--- src/hw/rtl/sbtf_ram.sv ---
// ----------------------------------------------------------------------------
// sbtf_ram: generic single-clock ram
// One write port and one read port, read data registered, read-first when
// both ports hit the same address.
// ----------------------------------------------------------------------------
module sbtf_ram #(
	parameter int WIDTH = 8,
	parameter int DEPTH = 512,
	parameter int AW    = (DEPTH > 1) ? $clog2(DEPTH) : 1
) (
	input  logic             clk,
	input  logic             we,
	input  logic [AW-1:0]    waddr,
	input  logic [WIDTH-1:0] wdata,
	input  logic             re,
	input  logic [AW-1:0]    raddr,
	output logic [WIDTH-1:0] rdata
);

	logic [WIDTH-1:0] mem_q [DEPTH];

	// write port
	always_ff @(posedge clk) begin
		if (we) begin
			mem_q[waddr] <= wdata;
		end
	end

	// registered read port
	always_ff @(posedge clk) begin
		if (re) begin
			rdata <= mem_q[raddr];
		end
	end

endmodule

--- config.mk ---
export PLATFORM = sky130hd
export DESIGN_NAME = sbtf_ram
export DESIGN_NICKNAME = d
export VERILOG_FILES = /design/src/hw/rtl/sbtf_ram.sv
export SDC_FILE = /design/constraint.sdc
export NUM_CORES = 2
export LEC_CHECK = 0
export BUFFER_PORTS_ARGS = -buffer_cell sky130_fd_sc_hd__buf_2
export CORE_MARGIN = 2
export CORE_UTILIZATION = 30
export CTS_CLUSTER_SIZE = 24
export DETAILED_ROUTE_END_ITERATION = 10
export PLACE_DENSITY = 0.46
export SETUP_SLACK_MARGIN = 0.02
export SYNTH_ARGS = -nofsm -noshare
export SYNTH_HDL_FRONTEND = slang
export SYNTH_SLANG_ARGS = --single-unit
--- constraint.sdc ---
create_clock -name clk -period 2.3 [get_ports clk]
set_input_delay 0.115 -clock clk [delete_from_list [all_inputs] [get_ports clk]]
set_output_delay 0.115 -clock clk [all_outputs]
set_load 0.03 [all_outputs]
==> out/qor.txt <==
status -> finished with violations
failing checks -> setup timing
Top Ports -> 37
post-DR vias/cell -> 5.03
row count -> 268
Req. time, crit path -> 3180 ps
antenna violations before repair -> 28
WL final -> 481000 um
syn_nets -> 8059
# DRC -> 0
initial drt markers -> 8070
Reg clk slew, reported paths -> 60 ps
Post-Syn Instances -> 8030
Max Transition Viols Final -> 0
RSZ-0062 raised after global routing -> true
root buffer cell -> clkbuf_16
ratio of cells with drive above 1 in the final layout -> 31.7%
worst r2r path cells -> 7
GR Layer Usage met3 -> 2.33%
Mapped Area -> 160000 um2
final clock skew -> 110 ps
final setup fails -> 8
drt first pass iters -> 6
Min-Delay Path Depth -> 2
fin crit period -> 2630 ps
CP max FO -> 2
maximum clock path buffer count -> 4
IO Port Bufs -> 36
crit path DAT -> 3510 ps
Worst path max stage delay -> 650 ps
Vias -> 85712
Synth warnings -> 0
Distinct cells, synth -> 50
Routability Congestion -> 0.832
GR Util met2 -> 29.0%
Area Overhead vs Synth -> 23.2%
FFs w/ async S/R, synth -> 0%
CTS sink count -> 4104
Global Route met1 Usage -> 24.4%
vias in the first global route -> 88241
Design Power -> 162 mW
Final Hold Viols -> 0
CP Capture Type -> flip-flop
Hold WS -> 155 ps
Post-layout nets -> 9675
GRT Total Usage -> 17.4%
Worst Tran Pin Value -> 957 ps
Syn Area/Cell -> 19.9 um2
DP HPWL -> 318000 um
number of max-cap violations -> 0
crit start category -> flip-flop
cell mode on critical path -> o22ai_1
Detail Route Antenna Nets -> 0
VDD IR max -> 0.640 mV
number of synthesized flops with an enable pin -> 4104
Worst slew margin -> 36.2%
Yosys reg bits -> 4104
Worst-Skew Late Latency -> 1030 ps
cts bufs inserted -> 439
final worst setup slack -> -326 ps
prevailing post-synth register cell -> edfxtp_1
routed length per instance -> 28.3 um
Max Freq -> 381 MHz
Initial Utilization -> 30.1%
die area -> 539000 um2
power per cell area -> 820 nW/um2
fin crit share -> 114%
Leak -> 64.9 nW
Max stage delay cell, worst path -> nor3_1
Die Ht -> 734 um
CTS H-tree depth -> 5
first-pass GRT wire length -> 678000 um
post-synthesis sequential area ratio -> 77.0%
cells along the critical path -> mux4_2, o22ai_1, buf_4, nor3_1, o22ai_1, nor2_1, o2111a_1
largest net degree at the start of global routing -> 124
Std-Cell Core Area -> 532000 um2
Hold WC Path Type -> primary input to flip-flop
CP Class -> flip-flop to flip-flop
fill count -> 48889
Die Wd -> 734 um
GRT Residual Overflow -> 0
gr busiest metal -> met2
TritonCTS clock tree -> yes
## sequential cells by signal, indices dropped and copies added, names as in the netlist
name,flops
rdata,8
mem_q,4096
## kinds of logic after synthesis
| group | after synthesis | share of synthesized area, % |
|---|---|---|
| buffers and inverters | 516 | 1.85 |
| multiplexers | 1451 | 14.2 |
| AO/OA/AOI/OAI | 979 | 4.31 |
| flip-flops | 4104 | 77.0 |
| AND/OR/NAND/NOR | 980 | 2.63 |
## stage by stage
stage	TNS (ps)	area, um2	utilization [%]	cells	setup WS, ps
5_1_grt	-1380	197000	37.1	17029	-362
4_1_cts	-966	197000	37.0	17029	-208
6_report	-1000	197000	37.1	17031	-326
2_1_floorplan	0	160000	-	8030	73.5
3_5_place_dp	-12100	181000	34.1	16207	-1740
3_3_place_gp	-11770	181000	34.1	16207	-1690
## cell type report
class	instances	area, um2	area share [%]
timing repair buffer	1688	15400	7.83
sequential	4104	123000	62.5
clock inverter	276	2760	1.40
multi-input combinational	3410	35400	18.0
clock buffer	527	11400	5.78
inverter	3	20.0	0.0102
antenna	3	7.51	0.00381
tap	7020	8780	4.46
## path summary, 6_finish.rpt
kind | slack (ps) | to | startpoint
worst max-delay path | -330 | rdata[7]$_DFFE_PP_ | mem_q[140][7]$_DFFE_PP_
worst min-delay path | 160 | mem_q[12][7]$_DFFE_PP_ | wdata[7]
worst max register to register | -330 | rdata[7]$_DFFE_PP_ | mem_q[140][7]$_DFFE_PP_
worst min register to register | 1220 | rdata[4]$_DFFE_PP_ | mem_q[316][4]$_DFFE_PP_
## synthesized netlist by cell type (70+ instances only)
cell type / n / area [um2]
o21ai_0: 118 / 591
edfxtp_1: 4104 / 123000
nor2_1: 597 / 2240
mux4_2: 654 / 14700
nand2_1: 111 / 417
o22ai_1: 163 / 1020
buf_4: 70 / 526
o221ai_1: 371 / 3250
clkbuf_1: 265 / 995
mux2i_1: 797 / 7980
a21oi_1: 194 / 971
nor3_1: 109 / 546
## power by group
part | internal (mW) | leakage (nW) | switching [mW]
Clock | 39.9 | 6.89 | 29.8
Combinational | 3.62 | 21.2 | 5.89
Sequential | 82.4 | 36.9 | 0.0860
## layout by cell type, fill, tap and decap left out, types with 27 or more instances in the layout
master | Yosys | final
edfxtp_1 | 4104 | 4104
buf_4 | 70 | 1411
mux2i_1 | 797 | 792
mux4_2 | 654 | 654
nor2_1 | 597 | 589
clkbuf_16 | 0 | 443
o221ai_1 | 371 | 313
buf_12 | 5 | 211
a21oi_1 | 194 | 174
o22ai_1 | 163 | 143
clkinv_1 | 0 | 110
o21ai_0 | 118 | 95
nor3_1 | 109 | 88
nand2_1 | 111 | 87
clkbuf_1 | 265 | 84
clkinv_2 | 0 | 79
o221ai_2 | 1 | 58
a22oi_1 | 61 | 49
bufinv_16 | 0 | 41
nand4_1 | 32 | 32
nand3_1 | 36 | 27
## worst max-delay path, delay by kind of cell, from the launching register on
| kind | cells | cell delay [ps] |
|---|---|---|
| multiplexers | 1 | 260 |
| AO/OA/AOI/OAI | 3 | 650 |
| AND/OR/NAND/NOR | 2 | 1100 |
| flip-flops | 1 | 320 |
| buffers and inverters | 1 | 150 |
## timing repair
item | CTS | global route
setup buffers | 3 | 1
gates resized for setup | 198 | 89
setup endpoints to repair | 10 | 17
pin swaps | 48 | 32
hold buffers | 20 | 0
hold endpoints to repair | 3884 | 0
## metal layers
layer / up-vias / share of wire, %
met1: 45988 / 44
li1: 36742 / -
met4: 4 / 2.1
met5: - / 0.0054
met3: 536 / 5.3
met2: 2442 / 48
No activity file was read; power rests on OpenSTA's default activity.
